==> src/rtl/assert_macros.svh <==
// Assertion helpers included by the dispatcher RTL
`ifndef ASSERT_MACROS_SVH
`define ASSERT_MACROS_SVH

// Check that a condition implies another in the same cycle
`define ERBD_ASSERT_IMP(lbl, clk, rst, cond, expct) \
  lbl: assert property (@(posedge clk) disable iff (rst) (cond) |-> (expct)) \
    else $error("same-cycle check failed");

// Check that a condition implies another in the next cycle
`define ERBD_ASSERT_NXT(lbl, clk, rst, cond, expct) \
  lbl: assert property (@(posedge clk) disable iff (rst) (cond) |=> (expct)) \
    else $error("next-cycle check failed");

`endif

==> src/rtl/erbd_pkg.sv <==
package erbd_pkg;

  // Operation codes of an input transaction
  localparam logic OP_REQUEST = 1'b0;
  localparam logic OP_POLL    = 1'b1;

  // Result kinds
  localparam logic [1:0] KIND_REQUEST = 2'd0;
  localparam logic [1:0] KIND_RELEASE = 2'd1;
  localparam logic [1:0] KIND_STATUS  = 2'd2;

  localparam logic [15:0] EPOCH_TOTAL_RESET = 16'd4;

  typedef struct packed {
    logic        operation;
    logic [2:0]  agent_id;
    logic [31:0] request_epoch;
    logic [31:0] start_value;
    logic [31:0] count_value;
    logic        workers_idle;
  } in_t;

  typedef struct packed {
    logic [1:0]  kind;
    logic        accepted;
    logic [2:0]  out_agent;
    logic [31:0] out_epoch;
    logic [31:0] out_start;
    logic [31:0] out_count;
    logic        finished;
    logic        last;
  } out_t;

  typedef struct packed {
    logic [31:0] start_value;
    logic [31:0] count_value;
  } slot_data_t;

  // Write strobes toward the slot memories
  typedef struct packed {
    logic filled_we;
    logic filled_wval;
    logic data_we;
  } slot_cmd_t;

  typedef enum logic [3:0] {
    ST_CLEAR,
    ST_IDLE,
    ST_REQ_CHECK,
    ST_REQ_READ,
    ST_REQ_DONE,
    ST_SCAN_READ,
    ST_SCAN_CHECK,
    ST_REL_READ,
    ST_REL_OUT,
    ST_STATUS
  } state_t;

endpackage

==> src/rtl/epoch_reorder_barrier_dispatch.sv <==
// Reorder barrier dispatcher: each agent's requests sit in a reorder queue in
// slot memory, indexed by epoch minus the current round, and a poll releases
// all agents' head entries together once every head is filled and no earlier
// release still waits for idle workers. After reset the block clears every
// occupancy slot and takes no input transaction meanwhile (configuration
// writes are always taken). A request then checks its range, reads its slot
// and answers; a poll answers with status directly or after checking heads
// in turn, and a releasing poll checks every head, then reads and releases
// each one in turn. These steps come from the single-port slot memory with
// its registered read: each head is read once to check it and once more to
// fetch its payload. Output back-pressure adds its own stall cycles.
module epoch_reorder_barrier_dispatch
  import erbd_pkg::*;
#(
  parameter int NUM_AGENTS  = 2,
  parameter int QUEUE_DEPTH = 8
) (
  input  logic        clk,
  input  logic        rst,
  input  logic        in_valid,
  output logic        in_ready,
  input  in_t         in_data,
  output logic        out_valid,
  input  logic        out_ready,
  output out_t        out_data,
  input  logic        cfg_valid,
  output logic        cfg_ready,
  input  logic [15:0] cfg_data
);

  `include "assert_macros.svh"

  localparam int MEM_DEPTH = NUM_AGENTS * QUEUE_DEPTH;
  localparam int MW        = (MEM_DEPTH > 1) ? $clog2(MEM_DEPTH) : 1;
  localparam int IW        = $clog2(QUEUE_DEPTH);
  localparam int AW        = (NUM_AGENTS > 1) ? $clog2(NUM_AGENTS) : 1;

  state_t            state, state_next;
  in_t               item, item_next;
  logic [AW-1:0]     agent, agent_next;
  logic              pre_ok, pre_ok_next;
  logic [IW-1:0]     idx, idx_next;
  logic [IW-1:0]     head [NUM_AGENTS];
  logic [IW-1:0]     head_next [NUM_AGENTS];
  logic [IW:0]       len [NUM_AGENTS];
  logic [IW:0]       len_next [NUM_AGENTS];
  logic [31:0]       round, round_next;
  logic [31:0]       pending, pending_next;
  logic              waiting, waiting_next;
  logic [15:0]       epoch_total;
  logic [MW-1:0]     clr_addr, clr_addr_next;

  logic [MW-1:0]     mem_addr;
  slot_cmd_t         cmd;
  logic              rd_filled;
  slot_data_t        rd_data;
  logic              push;
  out_t              push_data;
  logic              space;
  logic [31:0]       diff;
  logic              agent_last;
  logic              rel_push;

  // Add an offset to a head pointer, wrapping at the queue depth
  function automatic logic [IW-1:0] wrap_add(logic [IW-1:0] base, logic [IW-1:0] off);
    logic [IW:0] sum;
    sum = {1'b0, base} + {1'b0, off};
    if (sum >= (IW+1)'(QUEUE_DEPTH)) begin
      sum = sum - (IW+1)'(QUEUE_DEPTH);
    end
    return sum[IW-1:0];
  endfunction

  // Flat slot address of one agent's queue position
  function automatic logic [MW-1:0] slot_addr(logic [AW-1:0] ag, logic [IW-1:0] pos);
    logic [MW:0] full;
    full = (MW+1)'(ag) * (MW+1)'(QUEUE_DEPTH) + (MW+1)'(pos);
    return full[MW-1:0];
  endfunction

  assign in_ready   = (state == ST_IDLE);
  assign cfg_ready  = 1'b1;
  assign diff       = item.request_epoch - round;
  assign agent_last = (agent == AW'(NUM_AGENTS - 1));
  assign rel_push   = push && (push_data.kind == KIND_RELEASE);

  // Select the memory address for the current step
  always_comb begin
    case (state)
      ST_CLEAR: mem_addr = clr_addr;
      ST_REQ_READ, ST_REQ_DONE: mem_addr = slot_addr(agent, wrap_add(head[agent], idx));
      default: mem_addr = slot_addr(agent, head[agent]);
    endcase
  end

  // Configuration register
  always_ff @(posedge clk) begin
    if (rst) begin
      epoch_total <= EPOCH_TOTAL_RESET;
    end else if (cfg_valid && cfg_ready) begin
      epoch_total <= cfg_data;
    end
  end

  // State and queue registers
  always_ff @(posedge clk) begin
    if (rst) begin
      state    <= ST_CLEAR;
      clr_addr <= '0;
      round    <= '0;
      pending  <= '0;
      waiting  <= 1'b0;
      agent    <= '0;
      for (int i = 0; i < NUM_AGENTS; i++) begin
        head[i] <= '0;
        len[i]  <= '0;
      end
    end else begin
      state    <= state_next;
      clr_addr <= clr_addr_next;
      round    <= round_next;
      pending  <= pending_next;
      waiting  <= waiting_next;
      agent    <= agent_next;
      for (int i = 0; i < NUM_AGENTS; i++) begin
        head[i] <= head_next[i];
        len[i]  <= len_next[i];
      end
    end
  end

  // Item and check registers carry payload only
  always_ff @(posedge clk) begin
    item   <= item_next;
    pre_ok <= pre_ok_next;
    idx    <= idx_next;
  end

  // Sequencer: next state, memory strobes and results
  always_comb begin
    state_next    = state;
    item_next     = item;
    agent_next    = agent;
    pre_ok_next   = pre_ok;
    idx_next      = idx;
    round_next    = round;
    pending_next  = pending;
    waiting_next  = waiting;
    clr_addr_next = clr_addr;
    for (int i = 0; i < NUM_AGENTS; i++) begin
      head_next[i] = head[i];
      len_next[i]  = len[i];
    end
    cmd       = '0;
    push      = 1'b0;
    push_data = '0;

    case (state)
      ST_CLEAR: begin
        cmd.filled_we   = 1'b1;
        cmd.filled_wval = 1'b0;
        clr_addr_next   = clr_addr + MW'(1);
        if (clr_addr == MW'(MEM_DEPTH - 1)) begin
          state_next = ST_IDLE;
        end
      end

      ST_IDLE: begin
        if (in_valid) begin
          item_next  = in_data;
          agent_next = '0;
          if (in_data.operation == OP_REQUEST) begin
            state_next = ST_REQ_CHECK;
          end else if (pending >= 32'(NUM_AGENTS) && !waiting) begin
            state_next = ST_SCAN_READ;
          end else begin
            state_next = ST_STATUS;
          end
        end
      end

      // Range checks on agent and epoch
      ST_REQ_CHECK: begin
        pre_ok_next = ({1'b0, item.agent_id} < 4'(NUM_AGENTS))
                      && (item.request_epoch < {16'b0, epoch_total})
                      && (item.request_epoch >= round)
                      && (diff < 32'(QUEUE_DEPTH));
        idx_next    = diff[IW-1:0];
        if ({1'b0, item.agent_id} < 4'(NUM_AGENTS)) begin
          agent_next = item.agent_id[AW-1:0];
        end
        state_next  = ST_REQ_READ;
      end

      ST_REQ_READ: begin
        state_next = ST_REQ_DONE;
      end

      // Store the request if it passed the checks and its slot is empty, then answer
      ST_REQ_DONE: begin
        if (space) begin
          push               = 1'b1;
          push_data.kind     = KIND_REQUEST;
          push_data.accepted = pre_ok && !rd_filled;
          push_data.last     = 1'b1;
          if (pre_ok && !rd_filled) begin
            cmd.filled_we   = 1'b1;
            cmd.filled_wval = 1'b1;
            cmd.data_we     = 1'b1;
            pending_next    = pending + 32'd1;
            if ({1'b0, idx} >= len[agent]) begin
              len_next[agent] = {1'b0, idx} + (IW+1)'(1);
            end
          end
          state_next = ST_IDLE;
        end
      end

      ST_SCAN_READ: begin
        state_next = ST_SCAN_CHECK;
      end

      // Check one head; move on or give up
      ST_SCAN_CHECK: begin
        if (!rd_filled) begin
          state_next = ST_STATUS;
        end else if (agent_last) begin
          agent_next = '0;
          state_next = ST_REL_READ;
        end else begin
          agent_next = agent + AW'(1);
          state_next = ST_SCAN_READ;
        end
      end

      ST_REL_READ: begin
        state_next = ST_REL_OUT;
      end

      // Release one head, drop its slot and advance the queue
      ST_REL_OUT: begin
        if (space) begin
          push                = 1'b1;
          push_data.kind      = KIND_RELEASE;
          push_data.out_agent = 3'(agent);
          push_data.out_epoch = round;
          push_data.out_start = rd_data.start_value;
          push_data.out_count = rd_data.count_value;
          push_data.last      = agent_last;
          cmd.filled_we       = 1'b1;
          cmd.filled_wval     = 1'b0;
          head_next[agent]    = wrap_add(head[agent], IW'(1));
          len_next[agent]     = len[agent] - (IW+1)'(1);
          if (agent_last) begin
            waiting_next = 1'b1;
            round_next   = round + 32'd1;
            pending_next = pending - 32'(NUM_AGENTS);
            state_next   = ST_IDLE;
          end else begin
            agent_next = agent + AW'(1);
            state_next = ST_REL_READ;
          end
        end
      end

      // Report status; idle workers clear the wait
      ST_STATUS: begin
        if (space) begin
          push               = 1'b1;
          push_data.kind     = KIND_STATUS;
          push_data.finished = item.workers_idle && (round >= {16'b0, epoch_total});
          push_data.last     = 1'b1;
          if (item.workers_idle) begin
            waiting_next = 1'b0;
          end
          state_next = ST_IDLE;
        end
      end

      default: begin
        state_next = ST_IDLE;
      end
    endcase
  end

  erbd_slot_mem #(
    .MEM_DEPTH (MEM_DEPTH),
    .ADDR_W    (MW)
  ) u_slot_mem (
    .clk       (clk),
    .addr      (mem_addr),
    .cmd       (cmd),
    .wr_data   ({item.start_value, item.count_value}),
    .rd_filled (rd_filled),
    .rd_data   (rd_data)
  );

  erbd_out_reg u_out_reg (
    .clk       (clk),
    .rst       (rst),
    .push      (push),
    .push_data (push_data),
    .space     (space),
    .out_valid (out_valid),
    .out_ready (out_ready),
    .out_data  (out_data)
  );

  `ERBD_ASSERT_NXT(a_accept_blocks, clk, rst, in_valid && in_ready, !in_ready)
  `ERBD_ASSERT_IMP(a_push_has_room, clk, rst, push, !out_valid || out_ready)
  `ERBD_ASSERT_IMP(a_release_not_waiting, clk, rst, rel_push, !waiting)
  `ERBD_ASSERT_NXT(a_release_sets_wait, clk, rst, rel_push && push_data.last, waiting)

endmodule

==> src/rtl/erbd_slot_mem.sv <==
module erbd_slot_mem
  import erbd_pkg::*;
#(
  parameter int MEM_DEPTH = 16,
  parameter int ADDR_W    = 4
) (
  input  logic              clk,
  input  logic [ADDR_W-1:0] addr,
  input  slot_cmd_t         cmd,
  input  slot_data_t        wr_data,
  output logic              rd_filled,
  output slot_data_t        rd_data
);

  logic       filled_mem [MEM_DEPTH];
  slot_data_t data_mem   [MEM_DEPTH];

  // Occupancy memory: cleared by the sweep after reset
  always_ff @(posedge clk) begin
    if (cmd.filled_we) begin
      filled_mem[addr] <= cmd.filled_wval;
    end
    rd_filled <= filled_mem[addr];
  end

  // Payload memory: written only when a request is stored
  always_ff @(posedge clk) begin
    if (cmd.data_we) begin
      data_mem[addr] <= wr_data;
    end
    rd_data <= data_mem[addr];
  end

endmodule

==> src/rtl/erbd_out_reg.sv <==
module erbd_out_reg
  import erbd_pkg::*;
(
  input  logic clk,
  input  logic rst,
  input  logic push,
  input  out_t push_data,
  output logic space,
  output logic out_valid,
  input  logic out_ready,
  output out_t out_data
);

  assign space = !out_valid || out_ready;

  // Hold one result until the consumer takes it
  always_ff @(posedge clk) begin
    if (rst) begin
      out_valid <= 1'b0;
    end else if (push) begin
      out_valid <= 1'b1;
    end else if (out_ready) begin
      out_valid <= 1'b0;
    end
  end

  always_ff @(posedge clk) begin
    if (push) begin
      out_data <= push_data;
    end
  end

endmodule
==> config.mk <==
export PLATFORM = sky130hd
export DESIGN_NAME = epoch_reorder_barrier_dispatch
export DESIGN_NICKNAME = d
export VERILOG_FILES = /design/src/rtl/erbd_pkg.sv /design/src/rtl/epoch_reorder_barrier_dispatch.sv /design/src/rtl/erbd_slot_mem.sv /design/src/rtl/erbd_out_reg.sv
export VERILOG_INCLUDE_DIRS = /design/src /design/src/rtl
export SDC_FILE = /design/constraint.sdc
export NUM_CORES = 2
export LEC_CHECK = 0
export BUFFER_PORTS_ARGS = -buffer_cell sky130_fd_sc_hd__buf_2
export CORE_AREA = 10 10 370 372
export CTS_BUF_LIST = sky130_fd_sc_hd__clkbuf_4
export CTS_CLUSTER_DIAMETER = 50
export DETAILED_ROUTE_END_ITERATION = 10
export DIE_AREA = 0 0 380 382
export PLACE_DENSITY = 0.67
export SYNTH_ARGS = -nofsm -noshare
export SYNTH_HDL_FRONTEND = slang
export SYNTH_SLANG_ARGS = --single-unit
==> constraint.sdc <==
create_clock -name clk -period 12.7 [get_ports clk]
set_input_delay 1.905 -clock clk [delete_from_list [all_inputs] [get_ports clk]]
set_output_delay 1.905 -clock clk [all_outputs]
set_load 0.05 [all_outputs]
# Word-level counts from Yosys, hierarchy flattened
# Memory sizes are Yosys's and may differ from the RTL's. A register that Yosys moved wholly into a read port is not among the register bits.
# Index checks and enable logic that the tools add are counted.
totals:
  ram_bits: 1046
  mem_count: 3
  input_bits: 122
  word_cells: 164
  ff_bits: 299
classes:
  muxes: 63
  n_lt_le_gt_ge: 10
  reduce_logical: 28
  n_addsub: 12
  n_bitwise: 3
  n_eq_ne: 21
memory_table:
  columns: ["name", "words", "width", "rd", "rd_clocked_by_memory_dff", "write_ports", "line_no", "text"]
  rows:
  - ["u_slot_mem.data_mem", 16, 64, 1, 1, 1, "erbd_slot_mem.sv:16", "slot_data_t data_mem [MEM_DEPTH];"]
  - ["u_slot_mem.filled_mem", 16, 1, 1, 1, 1, "erbd_slot_mem.sv:15", "logic filled_mem [MEM_DEPTH];"]
  - ["head", 2, 3, 3, 1, 2, "epoch_reorder_barrier_dispatch.sv:43", "logic [IW-1:0] head [NUM_AGENTS];"]
ops:
  columns: ["operator", "count"]
  rows:
  - ["two-way mux 32 bit", 4]
  - ["adder 32 x 1 -> 32 bit, second input constant", 2]
  - ["one-hot mux 32 bit (2 select lines)", 1]
  - ["one-hot mux 4 bit (9 select lines)", 1]
  - ["two-way mux 3 bit", 11]
  - [">= comparator 32 x 16 -> 1 bit", 1]
  - [">= comparator 32 x 2 -> 1 bit, second input constant", 1]
  - [">= comparator 32 bit", 1]
  - ["less-than comparator 32 x 16 -> 1 bit", 1]
  - ["less-than comparator 32 x 4 -> 1 bit, second input constant", 1]
  - ["subtractor 32 x 2 -> 32 bit, second input constant", 1]
  - ["subtractor 32 bit", 1]
  - ["two-way mux 4 bit", 7]
  - ["two-way mux 1 bit", 27]
  - ["!= test 2 bit, second input constant", 9]
  - ["equality test 4 x 3 -> 1 bit, second input constant", 4]
  - ["AND reduction 5 bit", 3]
  - ["equality test 4 bit, second input constant", 3]
  - ["two-way mux 6 bit", 2]
  - ["one-hot mux 2 bit (3 select lines)", 2]
  - ["adder 4 x 3 -> 4 bit", 2]
  - ["equality test 4 x 2 -> 1 bit, second input constant", 2]
  - [">= comparator 4 bit, second input constant", 2]
  - ["one-hot mux 4 bit (2 select lines)", 1]
  - ["other kinds (29)", 47]

# Logic depth before layout (Yosys ltp)
depth:
  depth_word: 9
  mapped_depth: 13

# Modules after synthesis
# Synthesis repeated with hierarchy kept, for this count alone.
hier_totals:
  cells_unflattened: 3097
  hier_area_um2: 55266.8
by_module_without_submodules:
  columns: ["mod", "cells_each", "n_inst", "area_each_um2"]
  rows:
  - ["erbd_slot_mem", 1700, 1, 40318.7]
  - ["epoch_reorder_barrier_dispatch", 1289, 1, 11778.8]
  - ["erbd_out_reg", 108, 1, 3169.3]

# Worst setup path after synthesis
# No wires, ideal clock.
synth_path:
  kind: "in2reg"
  start: "in out_ready"
  end: "mem u_slot_mem.data_mem[12][0] (netlist name), enable pin"
  setup_time_ns: 0.646
  n_path_buf: 1
  arrival_time_ns: 9.101
  required_time_ns: 12.054
  stages: 5
  path_slack_ns: 2.953
  cell_sequence: "nor2b_1 -> clkbuf_1 -> nor2_1 -> nand2_1 -> nor4_1"
synth_via:
  elab_chain_len: 5
synth_rtl:
  columns: ["item", "line_no", "text"]
  rows:
  - ["from (decl)", "epoch_reorder_barrier_dispatch.sv:24", "input logic out_ready,"]
  - ["logical OR 1 bit", "erbd_out_reg.sv:14", "assign space = !out_valid || out_ready;"]
  - ["two-way mux 3 bit", "epoch_reorder_barrier_dispatch.sv:201", "if (space) begin"]
  - ["two-way mux 1 bit", "epoch_reorder_barrier_dispatch.sv:158", "case (state)"]
  - ["two-way mux 1 bit", "erbd_slot_mem.sv:28", "if (cmd.data_we) begin"]
  - ["two-way mux 1 bit (not written as such)", "erbd_slot_mem.sv:29", "data_mem[addr] <= wr_data;"]
  - ["to (decl)", "erbd_slot_mem.sv:16", null]
# No other way between the ends.

# Worst setup path after layout
layout_path:
  start: "reg state[0]"
  end: "reg, netlist name u_slot_mem.rd_data[3]"
layout_via:
  elab_chain_len: 3
layout_rtl:
  columns: ["item", "line_no", "text"]
  rows:
  - ["from (decl)", "epoch_reorder_barrier_dispatch.sv:38", "state_t state, state_next;"]
  - ["from (signal assigned)", "epoch_reorder_barrier_dispatch.sv:119", "state <= state_next;"]
  - ["equality test 4 x 3 -> 1 bit or equality test 4 x 2 -> 1 bit (tied branches)", "epoch_reorder_barrier_dispatch.sv:89", "case (state)"]
  - ["OR reduction 2 bit", "epoch_reorder_barrier_dispatch.sv:89", null]
  - ["one-hot mux 4 bit (2 select lines) (*)", "epoch_reorder_barrier_dispatch.sv:89", null]
# Every way passes the cells marked *; elsewhere a longest branch is shown, timed or not.
# A chain may end at the register's enable or synchronous reset.

==> impl_metrics.csv <==
group,metric,value,unit
worst_hold_path,hp-class,"reg -> reg",
finish,final_area,0.0656,sq mm
finish,synthToLayoutAreaGrowth,13.3,%
floorplanning,std_cell_rows,132,
clocking,clock_latency,1.28,ns
floorplanning,initial_utilization,44.8,%
floorplanning,die_w,380,microns
global_route,grtUsageTotal,17.8,%
sta,hold_viol_final,0,
global_route,grt_start_max_net_pins,151,
sta,final_max_slew_viol_count,0,
logic_synthesis,synth_cell_types,74,
logic_synthesis,synth_async_sr_flop_share,0,%
drt,ant_nets,0,
sta,grt_setup_unrepaired,"no",
drt,drt_iter0_markers,2718,
power_and_ir_drop,p_leak,26.2,nW
floorplanning,dieArea,0.145,sq mm
critical_path,cp-end-kind,"flip-flop",
sta,fin_skew,0.119,ns
clocking,cts_buffers,373,
run_status,status,"complete, no violations",
critical_path,cp_slowest_cell,"buf_4",
logic_synthesis,yosysTopAreaCell,"edfxtp_1",
place,io_buffers,225,
logic_synthesis,synth_seq_cells,1409,
global_route,grt_pass1_vias,32800,
sta,worst_pin_slew,1.37,ns
place,hpwlAfterDp,75700,microns
floorplanning,core,0.129,sq mm
place,place_area,0.0608,sq mm
logic_synthesis,yosys-top-cells-area,"edfxtp_1 (65%), mux2i_1 (17%), dfxtp_1 (5.6%)",
logic_synthesis,synth-edff-count,1246,
flow_run,cap_violations,0,
sta,period_share,43.3,%
sta,fin_crit,5.49,ns
logic_synthesis,synth_ff_type,"edfxtp_1",
finish,finalNetCount,4289,
clocking,hold_buffers,0,
critical_path,critPathKind,"reg -> reg",
logic_synthesis,syn_inst,3616,
critical_path,arrival,6.53,ns
critical_path,critical_path_required,13.74,ns
drt,first_pass_iters,5,
logic_synthesis,synth_area_per_cell,16.0,sq um
clocking,cts_setup_buffers,0,
logic_synthesis,yosysSeqAreaShare,70.3,%
power_and_ir_drop,power_density,157,mW/mm^2
clocking,clk_path_buf_depth,4,
clocking,cts_tree,"done",
global_route,grt_overflow,0,
floorplanning,ios,229,
finish,final_core_util,50.8,%
clocking,cts_sinks,1409,
logic_synthesis,synth_top_area_share,64.7,%
logic_synthesis,ys_warn_count,0,
sta,slew_headroom,8.84,%
clocking,clkTransAtPathRegs,0.06,ns
drt,drc,0,
critical_path,start_kind,"flip-flop",
critical_path,max_stage_delay,0.81,ns
clocking,htreeDepth,5,
clocking,cts_root_buf,"clkbuf_4",
sta,timing.setup.tns,0,ns
finish,drive_above_1_share,21.3,%
drt,drt-total-wl,133000,microns
clocking,ctsResizeCount,0,
global_route,grt_pass1_wl,200000,microns
logic_synthesis,netlist_area,0.0579,sq mm
sta,setup_viol,0,
drt,vias,32300,
critical_path,crit_chain,"nor2b_1, mux2i_1, nor2_1, or2_0, o21a_4, buf_4, buf_4, buf_4, mux2i_1, mux2i_1, mux2i_1, mux2i_1",
global_route,antenna_found_initial,9,
drt,wire_per_inst,21.7,microns
critical_path,cp_max_fo,52,
sta,max_freq,0.182,GHz
drt,viasPerCell,5.27,
critical_path,cpMostUsedCell,"mux2i_1",
power_and_ir_drop,ir_worst_vdd,0.130,mV
floorplanning,die_h,382,microns
place,gp_congestion,0.842,
power by group:
part	total, mW	switching, mW	internal, mW	leakage, nW
sequential	5.19	0.0772	5.11	12.4
clock	3.88	1.79	2.09	2.85
combinational	1.26	0.687	0.570	10.9
total	10.3	2.55	7.78	26.2
metal layers:
layer	part of all wire, %	track usage, %	vias up	wire length, microns
li1	-	-	15100	-
met1	45	23.8	16100	59300
met2	47	28.3	981	62300
met3	6.5	4.79	186	8610
met4	1.9	5.60	0	2540
met5	0	0	-	0
synthesized netlist by cell type, types with 4 or more instances:
cell type and count:
nand2b_1 6, a211oi_1 4, nand4_1 29, a21o_1 18, dfxtp_1 163, nor4_1 23, o21a_1 16, mux2i_1 1000
and3_1 74, nand3_1 40, nand2_1 89, or3_1 9, nor2b_1 9, xnor2_1 58, xor2_1 16, a31oi_1 10
ha_1 71, buf_4 48, nor3_1 59, a21oi_1 78, o221a_2 4, a22oi_1 6, nand3b_1 4, o211ai_1 7
o21ai_0 45, o21bai_1 6, o31a_1 4, o22ai_1 4, buf_2 61, a2111oi_0 5, o2111ai_1 7, edfxtp_1 1246
clkbuf_1 67, nor2_1 181, buf_1 6, or2_2 5, inv_1 76, and2_1 6
final cells by class:
type                       instances  area (sq um)
multi-input combinational       1947         16100
clock inverter                    83           360
clock buffer                     581          4360
timing repair buffer             286          1620
fill                           10900         63600
tap                             1742          2180
inverter                          77           289
antenna                            3          7.51
sequential                      1409         40700
cell usage in the layout (no fill, tap or decap), types with 58 or more instances in the layout:
| master | synthesis | layout |
|---|---|---|
| edfxtp_1 | 1246 | 1246 |
| inv_1 | 76 | 76 |
| a21oi_1 | 78 | 78 |
| nor2_1 | 181 | 181 |
| buf_2 | 61 | 224 |
| ha_1 | 71 | 71 |
| clkbuf_4 | 0 | 581 |
| mux2i_1 | 1000 | 1000 |
| buf_4 | 48 | 59 |
| nand2_1 | 89 | 89 |
| dfxtp_1 | 163 | 163 |
| and3_1 | 74 | 74 |
| clkinv_1 | 1 | 65 |
| xnor2_1 | 58 | 58 |
worst paths after layout:
check | from | to | slack [ns] | cells past startpoint
worst max-delay path | state[0]$_SDFFE_PP0P_ | u_slot_mem.rd_data[3]$_DFF_P_ | 7.21 | 12
worst min-delay path | head[1][0]$_SDFFE_PP0P_ | head[1][0]$_SDFFE_PP0P_ | 0.47 | 2
worst max register to register | state[0]$_SDFFE_PP0P_ | u_slot_mem.rd_data[3]$_DFF_P_ | 7.21 | 12
worst min register to register | head[1][0]$_SDFFE_PP0P_ | head[1][0]$_SDFFE_PP0P_ | 0.47 | 2
critical path, delay by kind of cell, from the launching register on:
family | cells | cell delay (ns)
AO/OA/AOI/OAI | 1 | 0.43
multiplexers | 5 | 0.76
buffers and inverters | 3 | 2.32
AND/OR/NAND/NOR | 3 | 0.79
flip-flops | 1 | 0.78
registers in the layout, summed over array words and instances, names as in the netlist, named ones only:
name                   flops
waiting                    1
idx                        3
u_out_reg.out_data       102
u_slot_mem.rd_filled       1
epoch_total               16
u_slot_mem.rd_data        64
round                     32
u_slot_mem.data_mem     1024
u_slot_mem.filled_mem     16
clr_addr                   4
pre_ok                     1
state                      4
u_out_reg.out_valid        1
head                       6
pending                   32
agent                      1
item                     100
through the flow:
step | std cells | worst slack [ns] | hold slack (ns) | total power, mW
detailed placement | 5461 | 7.30 | 0.461 | 6.55
finish | 6128 | 7.21 | 0.473 | 10.3
floorplan | 3617 | 2.95 | 0.436 | 6.27
CTS | 6125 | 7.23 | 0.470 | 10.5
global placement | 5461 | 7.39 | 0.447 | 6.53
global route | 6127 | 6.73 | 0.502 | 10.8
kinds of logic after synthesis:
logic type	share of synthesized area (%)
AO/OA/AOI/OAI	2.73
XOR/XNOR	1.12
adder cells (fa/ha/maj)	1.60
buffers and inverters	2.15
flip-flops	70.3
multiplexers	17.3
other	0.0130
AND/OR/NAND/NOR	4.75
No activity file was read; power rests on OpenSTA's default activity.
